### src/rtl/putm_pkg.sv
// Shared types, codes and the sequencer program for the triangular matrix unit.
package putm_pkg;

  localparam int unsigned MAX_DIM_DEF = 8;
  localparam int unsigned STEP_W = 3;

  typedef enum logic [2:0] {
    OP_LOAD_A = 3'd0,
    OP_LOAD_B = 3'd1,
    OP_ADD    = 3'd2,
    OP_SUB    = 3'd3,
    OP_MUL    = 3'd4
  } op_e;

  // How the sequencer picks its next step.
  typedef enum logic [1:0] {
    COND_NONE  = 2'd0,
    COND_CMD   = 2'd1,
    COND_INNER = 2'd2,
    COND_OUTER = 2'd3
  } cond_e;

  localparam logic [STEP_W-1:0] STEP_IDLE = 3'd0;
  localparam logic [STEP_W-1:0] STEP_RD   = 3'd1;
  localparam logic [STEP_W-1:0] STEP_MUL  = 3'd2;
  localparam logic [STEP_W-1:0] STEP_ACC  = 3'd3;
  localparam logic [STEP_W-1:0] STEP_EMIT = 3'd4;

  typedef struct packed {
    logic              in_rdy;
    logic              rd;
    logic              mul;
    logic              acc;
    logic              emit;
    cond_e             cond;
    logic [STEP_W-1:0] jmp;
  } ctrl_t;

  typedef struct packed {
    logic cmd_go;
    logic inner_more;
    logic slot_free;
    logic last;
  } status_t;

  // Control store: one word per step.
  function automatic ctrl_t ucode(logic [STEP_W-1:0] pc);
    ctrl_t cw;
    cw = '{in_rdy: 1'b1, rd: 1'b0, mul: 1'b0, acc: 1'b0, emit: 1'b0,
           cond: COND_CMD, jmp: STEP_IDLE};
    unique case (pc)
      STEP_IDLE: cw = '{in_rdy: 1'b1, rd: 1'b0, mul: 1'b0, acc: 1'b0, emit: 1'b0,
                        cond: COND_CMD, jmp: STEP_IDLE};
      STEP_RD:   cw = '{in_rdy: 1'b0, rd: 1'b1, mul: 1'b0, acc: 1'b0, emit: 1'b0,
                        cond: COND_NONE, jmp: STEP_IDLE};
      STEP_MUL:  cw = '{in_rdy: 1'b0, rd: 1'b0, mul: 1'b1, acc: 1'b0, emit: 1'b0,
                        cond: COND_NONE, jmp: STEP_IDLE};
      STEP_ACC:  cw = '{in_rdy: 1'b0, rd: 1'b0, mul: 1'b0, acc: 1'b1, emit: 1'b0,
                        cond: COND_INNER, jmp: STEP_RD};
      STEP_EMIT: cw = '{in_rdy: 1'b0, rd: 1'b0, mul: 1'b0, acc: 1'b0, emit: 1'b1,
                        cond: COND_OUTER, jmp: STEP_RD};
      default:   cw = '{in_rdy: 1'b1, rd: 1'b0, mul: 1'b0, acc: 1'b0, emit: 1'b0,
                        cond: COND_CMD, jmp: STEP_IDLE};
    endcase
    return cw;
  endfunction

endpackage

### src/rtl/putm_ram.sv
// Generic single-write, single-read RAM with registered read data.
module putm_ram #(
  parameter int unsigned WIDTH = 32,
  parameter int unsigned DEPTH = 36,
  parameter int unsigned ADDR_W = (DEPTH > 1) ? $clog2(DEPTH) : 1
) (
  input  logic              clk_i,
  input  logic              we_i,
  input  logic [ADDR_W-1:0] waddr_i,
  input  logic [WIDTH-1:0]  wdata_i,
  input  logic              re_i,
  input  logic [ADDR_W-1:0] raddr_i,
  output logic [WIDTH-1:0]  rdata_o
);

  logic [WIDTH-1:0] mem_q [DEPTH];
  logic [WIDTH-1:0] rdata_q;

  always_ff @(posedge clk_i) begin
    if (we_i) begin
      mem_q[waddr_i] <= wdata_i;
    end
    if (re_i) begin
      rdata_q <= mem_q[raddr_i];
    end
  end

  assign rdata_o = rdata_q;

endmodule

### src/rtl/putm_seq.sv
// Microcode sequencer: step counter, control store lookup and conditional jumps.
module putm_seq (
  input  logic              clk_i,
  input  logic              rst_ni,
  input  putm_pkg::status_t st_i,
  output putm_pkg::ctrl_t   cw_o
);

  logic [putm_pkg::STEP_W-1:0] pc_q, pc_d;
  putm_pkg::ctrl_t cw;

  assign cw = putm_pkg::ucode(pc_q);
  assign cw_o = cw;

  always_comb begin
    pc_d = pc_q + putm_pkg::STEP_W'(1);
    unique case (cw.cond)
      putm_pkg::COND_NONE:  pc_d = pc_q + putm_pkg::STEP_W'(1);
      putm_pkg::COND_CMD:   pc_d = st_i.cmd_go ? pc_q + putm_pkg::STEP_W'(1) : cw.jmp;
      putm_pkg::COND_INNER: pc_d = st_i.inner_more ? cw.jmp : pc_q + putm_pkg::STEP_W'(1);
      putm_pkg::COND_OUTER: begin
        if (!st_i.slot_free) begin
          pc_d = pc_q;
        end else if (st_i.last) begin
          pc_d = putm_pkg::STEP_IDLE;
        end else begin
          pc_d = cw.jmp;
        end
      end
      default:              pc_d = putm_pkg::STEP_IDLE;
    endcase
  end

  always_ff @(posedge clk_i or negedge rst_ni) begin
    if (!rst_ni) begin
      pc_q <= putm_pkg::STEP_IDLE;
    end else begin
      pc_q <= pc_d;
    end
  end

endmodule

### src/rtl/packed_upper_triangular_matrix_ops.sv
// Top level of the packed upper-triangular matrix add, subtract and multiply unit.
//
//  Channel  Direction  Handshake                   Contents
//  s_axis   in         s_axis_tvalid/tready        load or compute command word
//  m_axis   out        m_axis_tvalid/tready        one result element, tlast on the final one
//  cfg      in         cfg_valid/cfg_ready         active matrix size (always ready)
//
// A compute word runs a microcoded loop on the single shared multiply-accumulate
// path that follows the registered RAM read: add and subtract go once through
// read, compute, accumulate and emit per result element; multiply repeats read,
// multiply and accumulate for each of the j-i+1 terms of element (i,j), then emits.
// Reset clears the per-entry valid bits of both stores at once, so every
// element reads as zero until it is loaded; there is no clearing pass.
// The emit step stalls while the output register holds a word not yet taken;
// the final result may wait there while the next command word is accepted.
module packed_upper_triangular_matrix_ops #(
  parameter int unsigned MAX_DIM = putm_pkg::MAX_DIM_DEF
) (
  input  logic        clk_i,
  input  logic        rst_ni,
  // Fields from bit 0: operation[2:0], row[6:3], col[10:7], value[42:11], zero pad.
  input  logic [47:0] s_axis_tdata_i,
  input  logic        s_axis_tvalid_i,
  output logic        s_axis_tready_o,
  // Fields from bit 0: out_row[3:0], out_col[7:4], out_value[39:8].
  output logic [39:0] m_axis_tdata_o,
  output logic        m_axis_tlast_o,
  output logic        m_axis_tvalid_o,
  input  logic        m_axis_tready_i,
  input  logic [3:0]  cfg_data_i,
  input  logic        cfg_valid_i,
  output logic        cfg_ready_o
);

  localparam int unsigned DEPTH = MAX_DIM * (MAX_DIM + 1) / 2;
  localparam int unsigned IDX_W = (DEPTH > 1) ? $clog2(DEPTH) : 1;
  localparam logic [3:0] MaxDimL = 4'(MAX_DIM);

  // Packed column-major place of element (r,c), both 1-based.
  function automatic logic [IDX_W-1:0] tri_idx(logic [3:0] r, logic [3:0] c);
    logic [7:0] cc;
    logic [7:0] t;
    cc = {4'b0, c};
    t = ((cc * (cc - 8'd1)) >> 1) + {4'b0, r} - 8'd1;
    return t[IDX_W-1:0];
  endfunction

  putm_pkg::ctrl_t   cw;
  putm_pkg::status_t st;

  // Input word fields.
  putm_pkg::op_e in_op;
  logic [3:0]    in_row, in_col;
  logic [31:0]   in_value;
  assign in_op    = putm_pkg::op_e'(s_axis_tdata_i[2:0]);
  assign in_row   = s_axis_tdata_i[6:3];
  assign in_col   = s_axis_tdata_i[10:7];
  assign in_value = s_axis_tdata_i[42:11];

  logic in_fire, is_compute, pos_ok, we_a, we_b;
  assign s_axis_tready_o = cw.in_rdy;
  assign in_fire    = s_axis_tvalid_i && s_axis_tready_o;
  assign is_compute = (in_op == putm_pkg::OP_ADD) || (in_op == putm_pkg::OP_SUB) ||
                      (in_op == putm_pkg::OP_MUL);
  assign pos_ok = (in_row != 4'd0) && (in_col != 4'd0) && (in_row <= MaxDimL) &&
                  (in_col <= MaxDimL) && (in_row <= in_col);
  assign we_a = in_fire && pos_ok && (in_op == putm_pkg::OP_LOAD_A);
  assign we_b = in_fire && pos_ok && (in_op == putm_pkg::OP_LOAD_B);

  // Configuration register and the clamped active size.
  logic [3:0] size_q, n_c;
  assign cfg_ready_o = 1'b1;
  always_ff @(posedge clk_i or negedge rst_ni) begin
    if (!rst_ni) begin
      size_q <= 4'd8;
    end else if (cfg_valid_i && cfg_ready_o) begin
      size_q <= cfg_data_i;
    end
  end
  assign n_c = (size_q == 4'd0) ? 4'd1 : ((size_q > MaxDimL) ? MaxDimL : size_q);

  // Loop indices and the captured operation.
  putm_pkg::op_e op_q;
  logic [3:0]    i_q, j_q, k_q;
  logic          is_mul, last_c, emit_fire;
  assign is_mul    = (op_q == putm_pkg::OP_MUL);
  assign last_c    = (i_q == n_c) && (j_q == n_c);

  // Stores with reset-cleared valid bits; an unwritten entry reads as zero.
  logic [IDX_W-1:0] waddr, raddr_a, raddr_b;
  logic [31:0]      ram_a, ram_b, opa, opb;
  logic [DEPTH-1:0] vld_a_q, vld_b_q;
  logic             rvld_a_q, rvld_b_q;

  assign waddr   = tri_idx(in_row, in_col);
  assign raddr_a = is_mul ? tri_idx(i_q, k_q) : tri_idx(i_q, j_q);
  assign raddr_b = is_mul ? tri_idx(k_q, j_q) : tri_idx(i_q, j_q);

  putm_ram #(.WIDTH(32), .DEPTH(DEPTH), .ADDR_W(IDX_W)) u_ram_a (
    .clk_i   (clk_i),
    .we_i    (we_a),
    .waddr_i (waddr),
    .wdata_i (in_value),
    .re_i    (cw.rd),
    .raddr_i (raddr_a),
    .rdata_o (ram_a)
  );

  putm_ram #(.WIDTH(32), .DEPTH(DEPTH), .ADDR_W(IDX_W)) u_ram_b (
    .clk_i   (clk_i),
    .we_i    (we_b),
    .waddr_i (waddr),
    .wdata_i (in_value),
    .re_i    (cw.rd),
    .raddr_i (raddr_b),
    .rdata_o (ram_b)
  );

  always_ff @(posedge clk_i or negedge rst_ni) begin
    if (!rst_ni) begin
      vld_a_q  <= '0;
      vld_b_q  <= '0;
      rvld_a_q <= 1'b0;
      rvld_b_q <= 1'b0;
    end else begin
      if (we_a) begin
        vld_a_q[waddr] <= 1'b1;
      end
      if (we_b) begin
        vld_b_q[waddr] <= 1'b1;
      end
      if (cw.rd) begin
        rvld_a_q <= vld_a_q[raddr_a];
        rvld_b_q <= vld_b_q[raddr_b];
      end
    end
  end

  assign opa = rvld_a_q ? ram_a : 32'd0;
  assign opb = rvld_b_q ? ram_b : 32'd0;

  // Datapath: term register, accumulator, output register.
  logic [31:0] term_q, acc_q, prod;
  logic        m_valid_q, m_last_q;
  logic [39:0] m_data_q;

  assign prod = opa * opb;
  assign st.cmd_go     = in_fire && is_compute;
  assign st.inner_more = is_mul && (k_q != j_q);
  assign st.slot_free  = !m_valid_q || m_axis_tready_i;
  assign st.last       = last_c;
  assign emit_fire     = cw.emit && st.slot_free;

  always_ff @(posedge clk_i) begin
    if (cw.mul) begin
      unique case (op_q)
        putm_pkg::OP_MUL: term_q <= prod;
        putm_pkg::OP_SUB: term_q <= opa - opb;
        default:          term_q <= opa + opb;
      endcase
    end
    if (emit_fire) begin
      m_data_q <= {acc_q, j_q, i_q};
      m_last_q <= last_c;
    end
  end

  always_ff @(posedge clk_i or negedge rst_ni) begin
    if (!rst_ni) begin
      op_q  <= putm_pkg::OP_ADD;
      i_q   <= 4'd1;
      j_q   <= 4'd1;
      k_q   <= 4'd1;
      acc_q <= 32'd0;
    end else if (st.cmd_go) begin
      op_q  <= in_op;
      i_q   <= 4'd1;
      j_q   <= 4'd1;
      k_q   <= 4'd1;
      acc_q <= 32'd0;
    end else if (cw.acc) begin
      acc_q <= acc_q + term_q;
      if (st.inner_more) begin
        k_q <= k_q + 4'd1;
      end
    end else if (emit_fire) begin
      acc_q <= 32'd0;
      if (j_q == n_c) begin
        i_q <= i_q + 4'd1;
        j_q <= i_q + 4'd1;
        k_q <= i_q + 4'd1;
      end else begin
        j_q <= j_q + 4'd1;
        k_q <= i_q;
      end
    end
  end

  always_ff @(posedge clk_i or negedge rst_ni) begin
    if (!rst_ni) begin
      m_valid_q <= 1'b0;
    end else if (emit_fire) begin
      m_valid_q <= 1'b1;
    end else if (m_axis_tready_i) begin
      m_valid_q <= 1'b0;
    end
  end

  assign m_axis_tvalid_o = m_valid_q;
  assign m_axis_tdata_o  = m_data_q;
  assign m_axis_tlast_o  = m_last_q;

  putm_seq u_seq (
    .clk_i  (clk_i),
    .rst_ni (rst_ni),
    .st_i   (st),
    .cw_o   (cw)
  );

`ifndef SYNTHESIS
  // A result never lies below the diagonal.
  a_upper_only: assert property (@(posedge clk_i) disable iff (!rst_ni)
    m_axis_tvalid_o |-> (m_axis_tdata_o[7:4] >= m_axis_tdata_o[3:0]))
    else $error("result element below the diagonal");

  // A compute word closes the input until its run is finished.
  a_compute_blocks: assert property (@(posedge clk_i) disable iff (!rst_ni)
    st.cmd_go |=> !s_axis_tready_o)
    else $error("input reopened right after a compute word");

  // Emitting the final element returns the sequencer to the idle step.
  a_last_to_idle: assert property (@(posedge clk_i) disable iff (!rst_ni)
    (emit_fire && last_c) |=> s_axis_tready_o)
    else $error("sequencer did not return to idle after the final element");
`endif

endmodule

### config.mk
export PLATFORM = sky130hd
export DESIGN_NAME = packed_upper_triangular_matrix_ops
export DESIGN_NICKNAME = d
export VERILOG_FILES = /design/src/rtl/putm_pkg.sv /design/src/rtl/putm_ram.sv /design/src/rtl/putm_seq.sv /design/src/rtl/packed_upper_triangular_matrix_ops.sv
export SDC_FILE = /design/constraint.sdc
export NUM_CORES = 2
export LEC_CHECK = 0
export BUFFER_PORTS_ARGS = -buffer_cell sky130_fd_sc_hd__buf_2
export CAP_MARGIN = 20
export CORE_MARGIN = 4
export CORE_UTILIZATION = 60
export CTS_CLUSTER_SIZE = 25
export DETAILED_ROUTE_END_ITERATION = 8
export HOLD_SLACK_MARGIN = 0.12
export PLACE_DENSITY = 0.83
export SETUP_SLACK_MARGIN = 0.15
export SLEW_MARGIN = 20
export SYNTH_ARGS = -nofsm -noshare
export SYNTH_HDL_FRONTEND = slang
export SYNTH_SLANG_ARGS = --single-unit
### constraint.sdc
create_clock -name clk_i -period 16.7 [get_ports clk_i]
set_input_delay 2.505 -clock clk_i [delete_from_list [all_inputs] [get_ports clk_i]]
set_output_delay 2.505 -clock clk_i [all_outputs]
set_load 0.005 [all_outputs]
==> flow_summary.toml <==
[outcome]
outcome = "finished with violations"
violations = "antenna violations"

[timing]
setup_violations = 0
min_period_over_period = 0.563
maxSlewViolCount = 0
finalClockSkew_ns = 0.0513
slew_headroom = 0.176
final_hold_viol_count = 0
rsz0062_at_grt = "false"
setup_tns_ns = 0
min_period_ns = 9.40
tightest_slew_ns = 1.23
max_freq_mhz = 106

[final_layout]
fin_nets = 11000
layout-drive-gt1-share = 0.0805
n_fill_cell = 13400
area_growth_pct = 9.62

[synth]
syn_area_per_cell_um2 = 11.9
ys_ff_latch = 2570
synthArstFlopShare = 0.0502
synth_most_common_cell = "nand2_1"
synth_cells = 10300
synth_edf_count = 2441
synth_area_leader_cell = "edfxtp_1"
mappedNetlistArea_um2 = 123000
seq_area_frac_synth = 0.624
synth_fp_nets = 11100
synth.top_cell.area_share = 0.598
synthTopCellsByCount = "2,712 x nand2_1, 2,441 x edfxtp_1, 764 x nand3_1"
synth_warnings = 0
ys_types = 82
ys_top_cells_by_area = "edfxtp_1 60%, nand2_1 8.3%, fa_1 7.1%, a311oi_1 3.3%, nand3_1 3.1%"
synth-main-ff-cell = "edfxtp_1"

[die]
core.rowCount = 165
core_area_um2 = 203000
die_w_um = 460
die_y_um = 460
start_util = 0.605
die-area_um2 = 212000
num_io_pins = 101

[run]
cap_viol_max_count = 0

[detailed_routing]
wl_mm = 342
vias = 85600
ant_nets = 1
viasPerCell = 6.51
route.detailed.drc = 0
wl_per_cell_um = 26.1
drt_iter0_markers = 13100
dr.pass1.iters = 9

[cts]
cts.sinks = 2570
cts_made_buffers = 234
clk_latency_ns = 0.90
path_clk_slew_ns = 0.06
cts_max_level = 4
holdBufCountCts = 0
clk_path_buf_depth = 3
cts_resized = 0
cts_tree = "done"
cts-root-buf = "clkbuf_16"
cts_setup_buffers = 0

[grt]
grt_pass1_vias = 85000
grt_pass1_wl_mm = 510
grt_max_degree = 188
grtUsageTotal = 0.319
antenna_found_initial = 22
grt-ovfl-total = 0

[placed_design]
dp_hpwl_mm = 195
portBuffers = 94
place_congestion = 0.975

[setup_path]
crit_required_ns = 17.27
cp-end-kind = "flip-flop"
cp-start-kind = "flip-flop"
cp_max_fo = 102
cp_data_arrival_time_ns = 9.97
max_stage_delay_ns = 0.95
cpMaxStageDelayCell = "and2_1"
path_common_cell = "fa_1"
critical_path_class = "flip-flop to flip-flop"

[min_path]
hp-class = "flip-flop to flip-flop"
-- logic make-up after synthesis --
family	Yosys count	share of synthesized area
AND/OR/NAND/NOR	4535	0.158
flip-flops	2570	0.624
AO/OA/AOI/OAI	1156	0.0670
buffers and inverters	1142	0.0356
adder cells (fa/ha/maj)	710	0.0991
XOR/XNOR	214	0.0153
multiplexers	13	0.00111
other	1	0.0000306
-- critical path: cells and delay by family, from the launching register on --
kind / cells / cell delay, ns
multiplexers: 1 / 0.19
XOR/XNOR: 1 / 0.35
buffers and inverters: 4 / 0.87
AO/OA/AOI/OAI: 6 / 1.64
adder cells (fa/ha/maj): 9 / 4.13
flip-flops: 1 / 0.41
AND/OR/NAND/NOR: 4 / 1.44
-- per-layer routing --
metal / vias up / routed length (um) / track usage
met5: - / 99 / 0
met4: 12 / 18600 / 0.161
met3: 1102 / 44000 / 0.0749
met2: 6341 / 161000 / 0.508
met1: 41900 / 119000 / 0.414
li1: 36300 / - / -
-- worst paths after layout --
check	start	endpoint	slack, ns	cells after the start
min	vld_a_q[0]	vld_a_q[0]	0.47	1
max reg2reg	rvld_b_q	term_q[31]	7.30	25
min reg2reg	vld_a_q[0]	vld_a_q[0]	0.47	1
min in group asynchronous	rst_ni	acc_q[19]	1.64	1
max in group asynchronous	rst_ni	vld_b_q[16]	13.64	2
max	rvld_b_q	term_q[31]	7.30	25
-- state kept, by name, indices dropped and copies added, names as in the netlist, 32 cells and up --
name,count
u_ram_a.mem_q,1152
u_ram_b.mem_q,1152
m_axis_tdata_o,40
vld_a_q,36
vld_b_q,36
acc_q,32
term_q,32
u_ram_a.rdata_o,32
u_ram_b.rdata_o,32
-- layout make-up --
class,count,area (um2),share of cell area
diodes,13,32.5,0.000242
flip-flops and latches,2570,76500,0.570
multi-input cells,6629,42400,0.316
clock buffers,298,6250,0.0465
inverters,518,1940,0.0145
clock inverters,141,1540,0.0114
well taps,2672,3340,0.0249
repair buffers,303,2320,0.0172
-- stage by stage --
stage	util	std cells	setup slack [ns]	hold slack (ns)	instance area [um2]
2_1_floorplan	-	10300	8.17	0.439	123000
3_3_place_gp	0.623	12700	7.68	0.451	126000
3_5_place_dp	0.624	12700	7.52	0.454	126000
4_1_cts	0.662	13100	7.49	0.471	134000
5_1_grt	0.663	13100	7.13	0.480	134000
6_report	0.663	13100	7.30	0.471	134000
-- cell usage in the layout (no fill, tap or decap), types with 16 or more instances in the layout --
master	n
a21o_1	56
a21oi_1	301
a311oi_1	462
a31oi_1	77
and2_1	31
and3_1	280
buf_2	93
buf_4	191
bufinv_16	25
clkbuf_1	50
clkbuf_16	235
clkinv_1	73
clkinv_2	30
dfrtp_1	123
edfxtp_1	2441
fa_1	435
ha_1	275
inv_1	498
nand2_1	2709
nand2b_1	20
nand3_1	764
nor2_1	427
nor2_4	72
nor2b_1	16
nor3_1	81
o21ai_0	87
o21ai_1	45
or2_2	73
xnor2_1	139
xor2_1	74
Power is not shown: default switching activity piles up to over one toggle a cycle in this logic, so the estimate is an artifact.
